[config.mk]
export PLATFORM = sky130hd
export DESIGN_NAME = i2c_register_access_master
export DESIGN_NICKNAME = d
export VERILOG_FILES = /design/src/hdl/i2cra_pkg.sv /design/src/hdl/i2cra_fifo.sv /design/src/hdl/i2cra_front.sv /design/src/hdl/i2cra_seq.sv /design/src/hdl/i2c_register_access_master.sv
export SDC_FILE = /design/constraint.sdc
export NUM_CORES = 1
export LEC_CHECK = 0
export BUFFER_PORTS_ARGS = -buffer_cell sky130_fd_sc_hd__buf_2
export CAP_MARGIN = 20
export CORE_AREA = 5 5 152 154
export CTS_CLUSTER_DIAMETER = 80
export CTS_CLUSTER_SIZE = 24
export DETAILED_ROUTE_END_ITERATION = 8
export DIE_AREA = 0 0 157 159
export PLACE_DENSITY_LB_ADDON = 0.2
export SLEW_MARGIN = 40
export SYNTH_ARGS = -nofsm -noshare
export SYNTH_HDL_FRONTEND = slang
export SYNTH_SLANG_ARGS = --single-unit
export TNS_END_PERCENT = 10
[constraint.sdc]
create_clock -name i_clk -period 18.4 [get_ports i_clk]
set_input_delay 3.68 -clock i_clk [delete_from_list [all_inputs] [get_ports i_clk]]
set_output_delay 3.68 -clock i_clk [all_outputs]
set_load 0.02 [all_outputs]
[src/hdl/i2cra_pkg.sv]
// Package for the I2C register access master: shared types, codes and constants.
// Holds the bus phase and step enums, the item and result structs and the step tables.
// Depends on nothing.
`default_nettype none

package i2cra_pkg;

    localparam int FRONT_DEPTH_DEF = 2;
    localparam int RSLT_DEPTH_DEF  = 2;

    localparam logic [6:0]  DEVICE_ADDRESS_RST = 7'd104;
    localparam logic [15:0] PHASE_TICKS_RST    = 16'd5;

    localparam logic [3:0] WRITE_STEP_COUNT = 4'd5;
    localparam logic [3:0] READ_STEP_COUNT  = 4'd8;
    localparam logic [3:0] BITS_PER_BYTE    = 4'd8;

    localparam logic CFG_DEVICE_ADDRESS = 1'b0;
    localparam logic CFG_PHASE_TICKS    = 1'b1;

    typedef enum logic [1:0] {
        REQ_NONE      = 2'd0,
        REQ_WRITE     = 2'd1,
        REQ_READ_BYTE = 2'd2,
        REQ_READ_WORD = 2'd3
    } t_req;

    typedef enum logic [4:0] {
        PH_IDLE     = 5'd0,
        PH_START_A  = 5'd1,
        PH_START_B  = 5'd2,
        PH_TX_SETUP = 5'd3,
        PH_TX_HIGH  = 5'd4,
        PH_TX_LOW   = 5'd5,
        PH_ACK_A    = 5'd6,
        PH_ACK_B    = 5'd7,
        PH_RX_A     = 5'd8,
        PH_RX_B     = 5'd9,
        PH_RX_C     = 5'd10,
        PH_RX_D     = 5'd11,
        PH_MACK_A   = 5'd12,
        PH_MACK_B   = 5'd13,
        PH_MACK_C   = 5'd14,
        PH_STOP_A   = 5'd15,
        PH_STOP_B   = 5'd16
    } t_phase;

    typedef enum logic [2:0] {
        K_START     = 3'd0,
        K_TX_ADDR_W = 3'd1,
        K_TX_REG    = 3'd2,
        K_TX_DATA   = 3'd3,
        K_TX_ADDR_R = 3'd4,
        K_RX        = 3'd5,
        K_MACK      = 3'd6,
        K_STOP      = 3'd7
    } t_kind;

    typedef struct packed {
        logic       start_req;
        t_req       req;
        logic [7:0] target_reg;
        logic [7:0] write_data;
        logic       sda;
    } t_cmd;

    typedef struct packed {
        logic        scl;
        logic        sda_pull_low;
        logic        busy;
        logic        done;
        logic [15:0] read_data;
        logic        nack;
    } t_result;

    typedef struct packed {
        t_phase     phase;
        logic       load;
        logic [7:0] tx_byte;
    } t_begin;

    function automatic t_kind f_step_kind(t_req req, logic [2:0] step);
        t_kind k;
        k = K_STOP;
        if (req == REQ_WRITE) begin
            case (step)
                3'd0: k = K_START;
                3'd1: k = K_TX_ADDR_W;
                3'd2: k = K_TX_REG;
                3'd3: k = K_TX_DATA;
                default: k = K_STOP;
            endcase
        end else begin
            case (step)
                3'd0: k = K_START;
                3'd1: k = K_TX_ADDR_W;
                3'd2: k = K_TX_REG;
                3'd3: k = K_START;
                3'd4: k = K_TX_ADDR_R;
                3'd5: k = K_RX;
                3'd6: k = K_MACK;
                default: k = K_STOP;
            endcase
        end
        return k;
    endfunction

    function automatic t_begin f_begin(t_kind k, logic [6:0] dev, logic [7:0] reg_addr,
                                       logic [7:0] wdata, logic second);
        t_begin b;
        b.phase   = PH_STOP_A;
        b.load    = 1'b0;
        b.tx_byte = 8'h00;
        case (k)
            K_START: begin
                b.phase = PH_START_A;
            end
            K_TX_ADDR_W: begin
                b.phase   = PH_TX_SETUP;
                b.load    = 1'b1;
                b.tx_byte = {dev, 1'b0};
            end
            K_TX_ADDR_R: begin
                b.phase   = PH_TX_SETUP;
                b.load    = 1'b1;
                b.tx_byte = {dev, 1'b1};
            end
            K_TX_REG: begin
                b.phase   = PH_TX_SETUP;
                b.load    = 1'b1;
                b.tx_byte = reg_addr + {7'd0, second};
            end
            K_TX_DATA: begin
                b.phase   = PH_TX_SETUP;
                b.load    = 1'b1;
                b.tx_byte = wdata;
            end
            K_RX: begin
                b.phase   = PH_RX_A;
                b.load    = 1'b1;
                b.tx_byte = 8'h00;
            end
            K_MACK: begin
                b.phase = PH_MACK_A;
            end
            default: begin
                b.phase = PH_STOP_A;
            end
        endcase
        return b;
    endfunction

endpackage

`default_nettype wire

[src/hdl/i2cra_fifo.sv]
// Small first-in first-out queue of register entries, used on both sides of the sequencer.
// Generic width and depth; no package dependency.
`default_nettype none

module i2cra_fifo #(
    parameter int WIDTH = 8,
    parameter int DEPTH = 2
) (
    input  wire logic             i_clk,
    input  wire logic             i_rst_n,
    input  wire logic             i_push,
    input  wire logic [WIDTH-1:0] i_data,
    output logic                  o_full,
    input  wire logic             i_pop,
    output logic [WIDTH-1:0]      o_data,
    output logic                  o_empty
);

    localparam int AW = (DEPTH > 1) ? $clog2(DEPTH) : 1;
    localparam int CW = $clog2(DEPTH + 1);

    logic [WIDTH-1:0] r_mem [DEPTH];
    logic [AW-1:0]    r_wr_ptr, n_wr_ptr;
    logic [AW-1:0]    r_rd_ptr, n_rd_ptr;
    logic [CW-1:0]    r_count, n_count;
    logic             w_wr;
    logic             w_rd;

    assign o_full  = (r_count == CW'(DEPTH));
    assign o_empty = (r_count == '0);
    assign o_data  = r_mem[r_rd_ptr];
    assign w_wr    = i_push && !o_full;
    assign w_rd    = i_pop && !o_empty;

    always_comb begin
        n_wr_ptr = r_wr_ptr;
        n_rd_ptr = r_rd_ptr;
        n_count  = r_count;
        if (w_wr) begin
            n_wr_ptr = (r_wr_ptr == AW'(DEPTH - 1)) ? '0 : r_wr_ptr + 1'b1;
        end
        if (w_rd) begin
            n_rd_ptr = (r_rd_ptr == AW'(DEPTH - 1)) ? '0 : r_rd_ptr + 1'b1;
        end
        if (w_wr && !w_rd) begin
            n_count = r_count + 1'b1;
        end else if (w_rd && !w_wr) begin
            n_count = r_count - 1'b1;
        end
    end

    always_ff @(posedge i_clk) begin
        if (!i_rst_n) begin
            r_wr_ptr <= '0;
            r_rd_ptr <= '0;
            r_count  <= '0;
        end else begin
            r_wr_ptr <= n_wr_ptr;
            r_rd_ptr <= n_rd_ptr;
            r_count  <= n_count;
        end
    end

    always_ff @(posedge i_clk) begin
        if (w_wr) begin
            r_mem[r_wr_ptr] <= i_data;
        end
    end

endmodule

`default_nettype wire

[src/hdl/i2cra_front.sv]
// Front end of the I2C register access master: takes tick items and classifies the request.
// Uses i2cra_pkg and queues classified items in an i2cra_fifo.
`default_nettype none

module i2cra_front
    import i2cra_pkg::*;
#(
    parameter int DEPTH = FRONT_DEPTH_DEF
) (
    input  wire logic       i_clk,
    input  wire logic       i_rst_n,
    input  wire logic       i_push,
    output logic            o_full,
    input  wire logic [1:0] i_req_type,
    input  wire logic [7:0] i_target_reg,
    input  wire logic [7:0] i_write_data,
    input  wire logic       i_sda_in,
    input  wire logic       i_cmd_pop,
    output t_cmd            o_cmd,
    output logic            o_cmd_empty
);

    t_cmd                   w_cmd;
    logic [$bits(t_cmd)-1:0] w_q_out;

    always_comb begin
        w_cmd.req         = t_req'(i_req_type);
        w_cmd.start_req   = (w_cmd.req != REQ_NONE);
        w_cmd.target_reg  = i_target_reg;
        w_cmd.write_data  = i_write_data;
        w_cmd.sda         = i_sda_in;
    end

    i2cra_fifo #(
        .WIDTH($bits(t_cmd)),
        .DEPTH(DEPTH)
    ) u_queue (
        .i_clk  (i_clk),
        .i_rst_n(i_rst_n),
        .i_push (i_push),
        .i_data (w_cmd),
        .o_full (o_full),
        .i_pop  (i_cmd_pop),
        .o_data (w_q_out),
        .o_empty(o_cmd_empty)
    );

    assign o_cmd = t_cmd'(w_q_out);

endmodule

`default_nettype wire

[src/hdl/i2cra_seq.sv]
// Bus sequencer of the I2C register access master: advances the bus by one tick per item.
// Uses i2cra_pkg for phases, step tables and the result struct.
`default_nettype none

module i2cra_seq
    import i2cra_pkg::*;
(
    input  wire logic        i_clk,
    input  wire logic        i_rst_n,
    input  wire logic        i_go,
    input  wire t_cmd        i_cmd,
    input  wire logic [6:0]  i_device_address,
    input  wire logic [15:0] i_phase_ticks,
    output t_result          o_result
);

    t_phase      r_phase, n_phase, a_phase;
    logic [15:0] r_tick, n_tick, a_tick;
    logic [3:0]  r_bit, n_bit;
    logic [7:0]  r_shift, n_shift;
    logic [15:0] r_word, n_word;
    logic        r_nack, n_nack, a_nack;
    t_req        r_req, n_req, a_req;
    logic [7:0]  r_reg, n_reg, a_reg;
    logic [7:0]  r_data, n_data, a_data;
    logic        r_second, n_second, a_second;
    logic [2:0]  r_step, n_step, a_step;
    logic        n_done;

    // A request is taken only while the bus is idle; it starts with the start condition.
    always_comb begin : accept_logic
        a_phase  = r_phase;
        a_tick   = r_tick;
        a_nack   = r_nack;
        a_req    = r_req;
        a_reg    = r_reg;
        a_data   = r_data;
        a_second = r_second;
        a_step   = r_step;
        if (r_phase == PH_IDLE && i_cmd.start_req) begin
            a_req    = i_cmd.req;
            a_reg    = i_cmd.target_reg;
            a_data   = i_cmd.write_data;
            a_nack   = 1'b0;
            a_second = 1'b0;
            a_step   = '0;
            a_tick   = '0;
            a_phase  = PH_START_A;
        end
    end

    always_comb begin : next_state
        logic [15:0] v_tick;
        logic [15:0] v_limit;
        logic        v_end;
        logic        v_begin;
        logic [3:0]  v_step_inc;
        logic [3:0]  v_count;
        logic [3:0]  v_bit;
        t_begin      v_b;
        n_phase  = a_phase;
        n_tick   = a_tick;
        n_bit    = r_bit;
        n_shift  = r_shift;
        n_word   = r_word;
        n_nack   = a_nack;
        n_req    = a_req;
        n_reg    = a_reg;
        n_data   = a_data;
        n_second = a_second;
        n_step   = a_step;
        n_done   = 1'b0;
        v_end    = 1'b0;
        v_begin  = 1'b0;
        v_tick   = a_tick + 16'd1;
        v_limit  = (i_phase_ticks == '0) ? 16'd1 : i_phase_ticks;
        v_bit    = r_bit + 4'd1;
        v_count  = (a_req == REQ_WRITE) ? WRITE_STEP_COUNT : READ_STEP_COUNT;
        v_step_inc = {1'b0, a_step} + 4'd1;
        if (a_phase != PH_IDLE) begin
            if (v_tick >= v_limit) begin
                n_tick = '0;
                case (a_phase)
                    PH_START_A:  n_phase = PH_START_B;
                    PH_TX_SETUP: n_phase = PH_TX_HIGH;
                    PH_TX_HIGH:  n_phase = PH_TX_LOW;
                    PH_TX_LOW: begin
                        n_shift = {r_shift[6:0], 1'b0};
                        n_bit   = v_bit;
                        n_phase = (v_bit >= BITS_PER_BYTE) ? PH_ACK_A : PH_TX_SETUP;
                    end
                    PH_ACK_A: begin
                        if (i_cmd.sda) begin
                            n_nack = 1'b1;
                        end
                        n_phase = PH_ACK_B;
                    end
                    PH_RX_A: n_phase = PH_RX_B;
                    PH_RX_B: begin
                        n_shift = {r_shift[6:0], i_cmd.sda};
                        n_phase = PH_RX_C;
                    end
                    PH_RX_C: n_phase = PH_RX_D;
                    PH_RX_D: begin
                        n_bit = v_bit;
                        if (v_bit >= BITS_PER_BYTE) begin
                            if (a_req == REQ_READ_WORD && !a_second) begin
                                n_word = {r_shift, 8'h00};
                            end else if (a_req == REQ_READ_WORD) begin
                                n_word = {r_word[15:8], r_shift};
                            end else begin
                                n_word = {8'h00, r_shift};
                            end
                            v_end = 1'b1;
                        end else begin
                            n_phase = PH_RX_A;
                        end
                    end
                    PH_MACK_A: n_phase = PH_MACK_B;
                    PH_MACK_B: n_phase = PH_MACK_C;
                    PH_STOP_A: n_phase = PH_STOP_B;
                    default:   v_end = 1'b1;
                endcase
            end else begin
                n_tick = v_tick;
            end
        end
        if (v_end) begin
            if (v_step_inc < v_count) begin
                n_step  = v_step_inc[2:0];
                v_begin = 1'b1;
            end else if (a_req == REQ_READ_WORD && !a_second) begin
                n_second = 1'b1;
                n_step   = '0;
                v_begin  = 1'b1;
            end else begin
                n_phase  = PH_IDLE;
                n_req    = REQ_NONE;
                n_second = 1'b0;
                n_step   = '0;
                n_done   = 1'b1;
            end
        end
        v_b = f_begin(f_step_kind(n_req, n_step), i_device_address, n_reg, n_data, n_second);
        if (v_begin) begin
            n_phase = v_b.phase;
            if (v_b.load) begin
                n_shift = v_b.tx_byte;
                n_bit   = '0;
            end
        end
    end

    always_comb begin : output_logic
        logic v_bitlow;
        v_bitlow = !r_shift[7];
        o_result.scl          = 1'b0;
        o_result.sda_pull_low = 1'b0;
        case (a_phase)
            PH_IDLE: begin
                o_result.scl          = 1'b1;
                o_result.sda_pull_low = 1'b0;
            end
            PH_START_A: begin
                o_result.scl          = 1'b1;
                o_result.sda_pull_low = 1'b0;
            end
            PH_START_B: begin
                o_result.scl          = 1'b1;
                o_result.sda_pull_low = 1'b1;
            end
            PH_TX_SETUP, PH_TX_LOW: begin
                o_result.scl          = 1'b0;
                o_result.sda_pull_low = v_bitlow;
            end
            PH_TX_HIGH: begin
                o_result.scl          = 1'b1;
                o_result.sda_pull_low = v_bitlow;
            end
            PH_ACK_A, PH_ACK_B, PH_RX_B, PH_RX_C, PH_MACK_B: begin
                o_result.scl          = 1'b1;
                o_result.sda_pull_low = 1'b0;
            end
            PH_STOP_A: begin
                o_result.scl          = 1'b0;
                o_result.sda_pull_low = 1'b1;
            end
            PH_STOP_B: begin
                o_result.scl          = 1'b1;
                o_result.sda_pull_low = 1'b1;
            end
            default: begin
                o_result.scl          = 1'b0;
                o_result.sda_pull_low = 1'b0;
            end
        endcase
        o_result.busy      = (a_phase != PH_IDLE);
        o_result.done      = n_done;
        o_result.read_data = n_word;
        o_result.nack      = n_nack;
    end

    always_ff @(posedge i_clk) begin
        if (!i_rst_n) begin
            r_phase  <= PH_IDLE;
            r_tick   <= '0;
            r_bit    <= '0;
            r_shift  <= '0;
            r_word   <= '0;
            r_nack   <= 1'b0;
            r_req    <= REQ_NONE;
            r_reg    <= '0;
            r_data   <= '0;
            r_second <= 1'b0;
            r_step   <= '0;
        end else if (i_go) begin
            r_phase  <= n_phase;
            r_tick   <= n_tick;
            r_bit    <= n_bit;
            r_shift  <= n_shift;
            r_word   <= n_word;
            r_nack   <= n_nack;
            r_req    <= n_req;
            r_reg    <= n_reg;
            r_data   <= n_data;
            r_second <= n_second;
            r_step   <= n_step;
        end
    end

endmodule

`default_nettype wire

[src/hdl/i2c_register_access_master.sv]
// I2C register access master: one tick item in, one result item out, one item per cycle
// while the tick queue holds one and the result queue has room. A result passes
// the tick queue and then the result queue before it is visible on the result ports.
// The sequencer takes one item each cycle while both conditions hold.
// Synchronous active-low reset empties both queues, idles the bus and restores
// the device address to 104 and the phase length to 5 ticks.
`default_nettype none

module i2c_register_access_master
    import i2cra_pkg::*;
#(
    parameter int FRONT_DEPTH = FRONT_DEPTH_DEF,
    parameter int RSLT_DEPTH  = RSLT_DEPTH_DEF
) (
    input  wire logic        i_clk,
    input  wire logic        i_rst_n,
    input  wire logic        push,
    output logic             full,
    input  wire logic [1:0]  i_req_type,
    input  wire logic [7:0]  i_target_reg,
    input  wire logic [7:0]  i_write_data,
    input  wire logic        i_sda_in,
    output logic             empty,
    input  wire logic        pop,
    output logic             o_scl,
    output logic             o_sda_pull_low,
    output logic             o_busy_res,
    output logic             o_done_res,
    output logic [15:0]      o_read_data,
    output logic             o_nack_seen,
    input  wire logic        valid,
    output logic             ready,
    input  wire logic        i_cfg_index,
    input  wire logic [15:0] i_cfg_data
);

    logic [6:0]  r_device_address;
    logic [15:0] r_phase_ticks;
    t_cmd        w_cmd;
    logic        w_cmd_empty;
    logic        w_rslt_full;
    logic        w_go;
    t_result     w_rslt_in;
    logic [$bits(t_result)-1:0] w_rslt_raw;
    t_result     w_rslt_out;

    assign ready = 1'b1;

    always_ff @(posedge i_clk) begin
        if (!i_rst_n) begin
            r_device_address <= DEVICE_ADDRESS_RST;
            r_phase_ticks    <= PHASE_TICKS_RST;
        end else if (valid && ready) begin
            case (i_cfg_index)
                CFG_DEVICE_ADDRESS: r_device_address <= i_cfg_data[6:0];
                CFG_PHASE_TICKS:    r_phase_ticks    <= i_cfg_data;
                default: begin
                end
            endcase
        end
    end

    assign w_go = !w_cmd_empty && !w_rslt_full;

    i2cra_front #(
        .DEPTH(FRONT_DEPTH)
    ) u_front (
        .i_clk        (i_clk),
        .i_rst_n      (i_rst_n),
        .i_push       (push),
        .o_full       (full),
        .i_req_type   (i_req_type),
        .i_target_reg (i_target_reg),
        .i_write_data (i_write_data),
        .i_sda_in     (i_sda_in),
        .i_cmd_pop    (w_go),
        .o_cmd        (w_cmd),
        .o_cmd_empty  (w_cmd_empty)
    );

    i2cra_seq u_seq (
        .i_clk           (i_clk),
        .i_rst_n         (i_rst_n),
        .i_go            (w_go),
        .i_cmd           (w_cmd),
        .i_device_address(r_device_address),
        .i_phase_ticks   (r_phase_ticks),
        .o_result        (w_rslt_in)
    );

    i2cra_fifo #(
        .WIDTH($bits(t_result)),
        .DEPTH(RSLT_DEPTH)
    ) u_rslt_q (
        .i_clk  (i_clk),
        .i_rst_n(i_rst_n),
        .i_push (w_go),
        .i_data (w_rslt_in),
        .o_full (w_rslt_full),
        .i_pop  (pop),
        .o_data (w_rslt_raw),
        .o_empty(empty)
    );

    assign w_rslt_out     = t_result'(w_rslt_raw);
    assign o_scl          = w_rslt_out.scl;
    assign o_sda_pull_low = w_rslt_out.sda_pull_low;
    assign o_busy_res     = w_rslt_out.busy;
    assign o_done_res     = w_rslt_out.done;
    assign o_read_data    = w_rslt_out.read_data;
    assign o_nack_seen    = w_rslt_out.nack;

    // A finished transaction ends in the second stop segment: clock high, data held low.
    a_done_in_stop: assert property (@(posedge i_clk) disable iff (!i_rst_n)
        (w_go && w_rslt_in.done) |-> (w_rslt_in.busy && w_rslt_in.scl &&
                                      w_rslt_in.sda_pull_low))
        else $error("done reported outside the stop segment");

    // An idle bus leaves the clock high and the data line released.
    a_idle_released: assert property (@(posedge i_clk) disable iff (!i_rst_n)
        (!empty && !o_busy_res) |-> (o_scl && !o_sda_pull_low))
        else $error("bus driven while idle");

    // An item accepted into an empty front queue is held there for the sequencer.
    a_go_has_item: assert property (@(posedge i_clk) disable iff (!i_rst_n)
        (push && !full && w_cmd_empty) |=> !w_cmd_empty)
        else $error("accepted item lost before the sequencer");

endmodule

`default_nettype wire
==> results of run 1 <==
==> power by group <==
part           internal, mW  total (mW)  switching [mW]  leakage, nW
clock                 0.213       0.380           0.167        0.293
sequential            0.530       0.580          0.0497         1.62
combinational         0.191       0.536           0.345         1.99
==> layout make-up <==
cell class,count,area (um^2),area share [%]
clock buffer,20,457.9,4.267
clock inverter,12,152.6,1.422
inverter,40,150.1,1.399
multi-input combinational,707,4661,43.43
timing repair buffer,73,394.1,3.673
tap,280,350.3,3.265
sequential,187,4566,42.54
==> per-stage QoR <==
stage,worst slack (ns),util (%)
3_5_place_dp,11.95,46.96
6_report,11.85,49.79
5_1_grt,11.26,49.79
4_1_cts,11.90,49.79
2_1_floorplan,12.12,-
3_3_place_gp,12.10,46.86
==> Yosys cell counts, types with 3 or more instances <==
master     number
nand2_1       139
dfxtp_1       105
edfxtp_1       82
o21ai_0        61
a21boi_0       44
nor2_1         44
a21oi_1        39
clkbuf_1       39
inv_1          37
nand3_1        33
ha_1           25
mux2_2         24
nor2b_1        24
and2_1         19
mux2i_1        18
a22oi_1        17
nor3_1         17
o211a_1        15
xnor2_1        14
and3_1         13
xor2_1         12
o211ai_1       11
a22o_1         10
a211oi_1        9
buf_2           9
a31oi_1         8
nand4_1         8
or3_1           8
a311oi_1        7
o21a_1          7
buf_1           6
nand2b_1        6
nor4_1          5
o21ai_1         5
o2111ai_1       4
a21o_1          3
nand3b_1        3
o22ai_1         3
==> logic make-up (layout without fill, tap and decap cells) <==
family	after synthesis	in the layout	synth area share, %
xor gates and xnor gates	26	26	2.377
adders and majority gates	25	25	3.265
buffers and inverters	97	145	4.075
other	1	1	0.03914
and+or+nand+nor	335	335	17.03
muxes	44	44	5.002
AOI/OAI and AO/OA	276	276	20.57
DFF	187	187	47.64
==> worst max path at each step <==
stage / endpoint / cells past startpoint / slack [ns] / from
after detailed placement: u_seq.r_shift[7]$_SDFFE_PN0P_ / 25 / 11.95 / u_seq.r_phase[0]$_SDFFE_PN0P_
final: u_seq.r_shift[7]$_SDFFE_PN0P_ / 25 / 11.85 / u_seq.r_phase[0]$_SDFFE_PN0P_
after floorplan: u_seq.r_shift[4]$_SDFFE_PN0P_ / 30 / 12.12 / flop
after CTS: u_seq.r_shift[7]$_SDFFE_PN0P_ / 25 / 11.90 / u_seq.r_phase[0]$_SDFFE_PN0P_
after global placement: u_seq.r_shift[7]$_SDFFE_PN0P_ / 25 / 12.10 / u_seq.r_phase[0]$_SDFFE_PN0P_
after global routing: u_seq.r_shift[7]$_SDFFE_PN0P_ / 25 / 11.26 / u_seq.r_phase[0]$_SDFFE_PN0P_
==> tightest hold or removal path, cell delays in order, from the launching register on <==
cell and delay (ns):
dfxtp_1 0.31, nand2_1 0.04, a21boi_0 0.06
==> layer usage <==
layer  routed length (um)  vias to the layer above  share of wire (%)
met2                10130                      168                 47
met5                    0                        -                  0
met1                10120                     3512                 46
li1                     -                     3688                  -
met4                  350                        0                1.6
met3                 1176                       27                5.4
==> metrics.csv, run 1 <==
stage;metric;value;unit
status;status;finished clean;
placement;DP HPWL;14930;um
cts;CTS Sinks;187;
die;total core area;21550;um^2
die;Die Ht;159;um
setup_path;R2R Setup Slk;11.85;ns
global_routing;gr busiest metal;met2;
pwr;Power Total;1.496;mW
drt;vias;7395;
synth;Post-Synthesis Cells;991;
global_routing;initial antenna violation count;0;
synth;leading area contributor after synthesis;edfxtp_1;
drt;Via density;5.607;
worst_hold_path;Hold EP;u_seq.r_data[1]$_SDFFE_PN0P_;
synth;synthesized area per cell;9.667;um^2
cts;setup bufs post-CTS;0;
setup_path;CP startpoint kind;flop;
layout;Inserted Diodes;0;
sta;RSZ-0062 raised after global routing;no;
synth;synth warn;0;
sta;Slew Limit Fails;0;
synth;area share of the largest cell type after synthesis;25.70;%
global_routing;met2 Use GR;27.69;%
layout;Filler cells;2038;
setup_path;worst path bufs/invs;2;
pwr;pwr/cell area;139.4;nW/um^2
setup_path;worst reg2reg path depth;25;
setup_path;Top delay family on crit path;simple AND/OR/NAND/NOR gates;
setup_path;Critical Path End Type;flop;
global_routing;GR Overflow Total;0;
synth;Synth Flop Type;dfxtp_1;
cts;Max clock buf depth;2;
global_routing;global-route wire length before repair;35760;um
cts;hold_buf cts;0;
layout;Post-Layout Cell Count;1319;
setup_path;crit-path max cell delay;0.74;ns
layout;Biggest register;u_rslt_q.r_mem;
synth;Synth cell types;82;
sta;Least-Margin Pin Slew;0.8292;ns
drt;Avg WL per Cell;16.51;um
layout;Final Cell Area;10730;um^2
sta;fin crit share;35.60;%
layout;Largest register FFs;42;
drt;ANT nets after route;0;
cts;clk_lat worst skew;0.44;ns
pwr;Pleak;3.909;nW
setup_path;RR Startpoint;u_seq.r_phase[0]$_SDFFE_PN0P_;
cts;CTS tree;done;
drt;DRC;0;
global_routing;met3 usage;2.990;%
synth;synth top area cells;edfxtp_1 26%, dfxtp_1 22%, nand2_1 5.4%;
layout;Area growth syn-to-layout;12.01;%
sta;worst rel slew slack;44.30;%
die;initial cell density of the core;44.45;%
layout;most common cell after layout, fill and taps aside;nand2_1;
cts;Clock transition at path regs;0.07;ns
global_routing;number of global-route vias before repair;6863;
sta;Tmin final;6.550;ns
sta;setup_tns;0;ns
sta;final setup vio count;0;
die;die outline area;24960;um^2
setup_path;Worst R2R End;u_seq.r_shift[7]$_SDFFE_PN0P_;
layout;most frequent cells in the layout;139 x nand2_1, 104 x dfxtp_1, 82 x edfxtp_1;
placement;RD Place Congestion;0.8512;
worst_hold_path;worst hold start;u_seq.r_data[1]$_SDFFE_PN0P_;
job;maxcap violations;0;
sta;Worst Skew;0.01362;ns
pwr;peak supply drop;0.00006187;V
drt;initial drt markers;526;
setup_path;critical path required time;18.73;ns
cts;Root Buffer;clkbuf_16;
cts;PostCTS Resize Cnt;0;
global_routing;GR Util All Layers;17.61;%
sta;Highest Clock Rate;0.1527;GHz
global_routing;M1 GR Usage;24.78;%
synth;Synth Net Count;1057;
synth;Mapped Area;9580;um^2
setup_path;CP Class;flop to flop;
die;Rows;54;
layout;Net count, final;1092;
cts;CTS buffer count;17;
drt;drt first pass iters;5;
die;Top Ports;65;
drt;final WL;21780;um
setup_path;Worst path slowest cell;dfxtp_1;
synth;FF+latch count, synth;187;
setup_path;CP arrival;6.88;ns
sta;final count of hold timing violations;0;
placement;DP Area;10120;um^2
placement;dpl cells;1287;
setup_path;CP Max Fanout;42;
die;die width;157;um
global_routing;pin count of the biggest net entering global routing;107;
setup_path;Critical Path Most Common Cell;a21oi_1;
placement;port bufs;63;
worst_hold_path;hold path cells;2;
layout;top flop regs;u_rslt_q.r_mem (42), u_front.u_queue.r_mem (40);
cts;H-tree lvl count;4;
synth;number of flops mapped to enable cells by yosys;82;
sta;Hold Slack;0.4688;ns
synth;post-synthesis sequential area ratio;47.64;%
layout;share of layout cells above drive strength 1;15.21;%
synth;Async S/R FF share, synth;0;%
worst_hold_path;min-delay worst type;flop to flop;
(Power assumes the default switching activity.)
==> inputs of run 2 (changes only) <==
==> constraint.sdc (replaced) <==
create_clock -name i_clk -period 6.25 [get_ports i_clk]
set_input_delay 1.25 -clock i_clk [delete_from_list [all_inputs] [get_ports i_clk]]
set_output_delay 1.25 -clock i_clk [all_outputs]
set_load 0.02 [all_outputs]
==> metrics.csv, run 2 (synthesized netlist as in run 1, its figures left out) <==
stage;metric;value;unit
status;status;finished clean;
global_routing;number of global-route vias before repair;7056;
cts;Max clock buf depth;2;
cts;Root Buffer;clkbuf_16;
setup_path;CP Max Fanout;7;
die;Rows;54;
placement;port bufs;63;
setup_path;Critical Path Most Common Cell;a21oi_1;
layout;most common cell after layout, fill and taps aside;nand2_1;
global_routing;pin count of the biggest net entering global routing;64;
global_routing;GR Overflow Total;0;
placement;DP HPWL;15920;um
setup_path;worst path bufs/invs;1;
layout;utilization after layout;49.87;%
global_routing;initial antenna violation count;0;
pwr;peak supply drop;0.0002296;V
pwr;Sw Ratio;37.76;%
sta;Hold Slack;0.4667;ns
cts;clk_lat worst skew;0.43;ns
sta;Worst Skew;0.01094;ns
setup_path;Top delay family on crit path;simple AND/OR/NAND/NOR gates;
cts;CTS buffer count;17;
sta;final setup vio count;0;
setup_path;CP Class;flop to flop;
cts;hold_buf cts;0;
setup_path;Critical Path End Type;flop;
layout;Largest register FFs;42;
layout;register area;4566;um^2
pwr;switching pwr;1.630;mW
sta;final count of hold timing violations;0;
cts;CTS tree;done;
global_routing;GR Util All Layers;18.15;%
layout;Inserted Diodes;0;
worst_hold_path;min-delay worst type;flop to flop;
die;initial cell density of the core;44.45;%
pwr;Logic pwr share;37.3;%
placement;DP Area;10190;um^2
drt;Via density;5.511;
drt;vias;7318;
layout;Post-Layout Cell Count;1328;
cts;setup bufs post-CTS;0;
cts;PostCTS Resize Cnt;0;
cts;H-tree lvl count;4;
die;die width;157;um
setup_path;Worst path slowest cell;or3_1;
layout;Biggest register;u_rslt_q.r_mem;
sta;worst rel slew slack;51.01;%
sta;Tmin final;5.474;ns
pwr;Power Total;4.318;mW
layout;area of the multi-input gates;4671;um^2
drt;DRC;0;
placement;RD Place Congestion;0.9125;
sta;setup_tns;0;ns
pwr;Int Pwr;2.687;mW
job;maxcap violations;0;
drt;final WL;22500;um
pwr;Pleak;3.936;nW
cts;CTS Sinks;187;
global_routing;global-route wire length before repair;36600;um
drt;drt first pass iters;5;
drt;ANT nets after route;0;
pwr;pwr/cell area;401.7;nW/um^2
die;Die Ht;159;um
sta;Least-Margin Pin Slew;0.7304;ns
layout;Filler cells;2010;
setup_path;CP startpoint kind;flop;
sta;Highest Clock Rate;0.1827;GHz
drt;initial drt markers;566;
layout;most frequent cells in the layout;139 x nand2_1, 104 x dfxtp_1, 82 x edfxtp_1;
layout;Final Cell Area;10750;um^2
layout;top flop regs;u_rslt_q.r_mem (42), u_front.u_queue.r_mem (40);
setup_path;critical path required time;6.56;ns
sta;RSZ-0062 raised after global routing;no;
placement;dpl cells;1296;
layout;share of layout cells above drive strength 1;15.94;%
die;Top Ports;65;
pwr;Clock power frac;23.6;%
drt;Avg WL per Cell;16.94;um
cts;Clock transition at path regs;0.07;ns
die;die outline area;24960;um^2
layout;Net count, final;1101;
setup_path;critical-path cell list;mux2_4 > nand3_2 > and2_1 > ha_1 > nand3_1 > nor3_2 > nand4_1 > or3_1 > a21oi_1 > ha_1 > nand2_1 > o21ai_0 > nor3_2 > a21oi_1 > nand2_1 > nor2_1 > buf_4 > a21oi_1 > ha_1 > nand3_1 > o31a_1 > o211ai_1 > a21oi_1 > o311a_1;
setup_path;crit-path max cell delay;0.41;ns
placement;pre-CTS setup slack;0.8208;ns
sta;Slew Limit Fails;0;
sta;Setup WS post-layout;0.7761;ns
die;total core area;21550;um^2
sta;fin crit share;87.58;%
setup_path;CP arrival;5.79;ns
pwr;Flop pwr share;39.1;%
layout;Area growth syn-to-layout;12.18;%
run 2: cell type report:
type                            count  area share [%]
Timing Repair Buffer               82           4.284
Clock inverter                     14           1.129
Multi-Input combinational cell    707           43.46
Clock buffer                       18           3.993
Tap cell                          280           3.260
Sequential cell                   187           42.48
Inverter                           40           1.397
run 2: worst paths after layout:
| path | from | to | slack, ns | cells after the start |
|---|---|---|---|---|
| worst min register to register | u_seq.r_data[4]$_SDFFE_PN0P_ | u_seq.r_data[4]$_SDFFE_PN0P_ | 0.47 | 2 |
| worst min-delay path | u_seq.r_data[4]$_SDFFE_PN0P_ | u_seq.r_data[4]$_SDFFE_PN0P_ | 0.47 | 2 |
| worst max-delay path | u_front.u_queue.r_mem[0][19]$_DFFE_PP_ | u_seq.r_shift[7]$_SDFFE_PN0P_ | 0.78 | 24 |
| worst max register to register | u_front.u_queue.r_mem[0][19]$_DFFE_PP_ | u_seq.r_shift[7]$_SDFFE_PN0P_ | 0.78 | 24 |
run 2: routing by layer:
| metal | wire (um) | GRT usage (%) |
|---|---|---|
| met1 | 10300 | 24.67 |
| met2 | 10760 | 29.41 |
| met3 | 894 | 2.745 |
| met4 | 539 | 6.469 |
| met5 | 0 | 0 |
run 2: worst min-delay path, cell delays in order (launching register included):
cell and delay [ns]:
dfxtp_1 0.31, nand2_1 0.04, a21boi_0 0.06
run 2: power by group through the flow:
stage          Sequential (mW)  Clock (mW)  Combinational (mW)
4_1_cts                   1.69        1.04                1.62
3_3_place_gp              1.70           0                1.60
3_5_place_dp              1.72           0                1.61
5_1_grt                   1.71        1.09                1.78
2_1_floorplan             1.66           0                1.22
6_report                  1.69        1.02                1.61
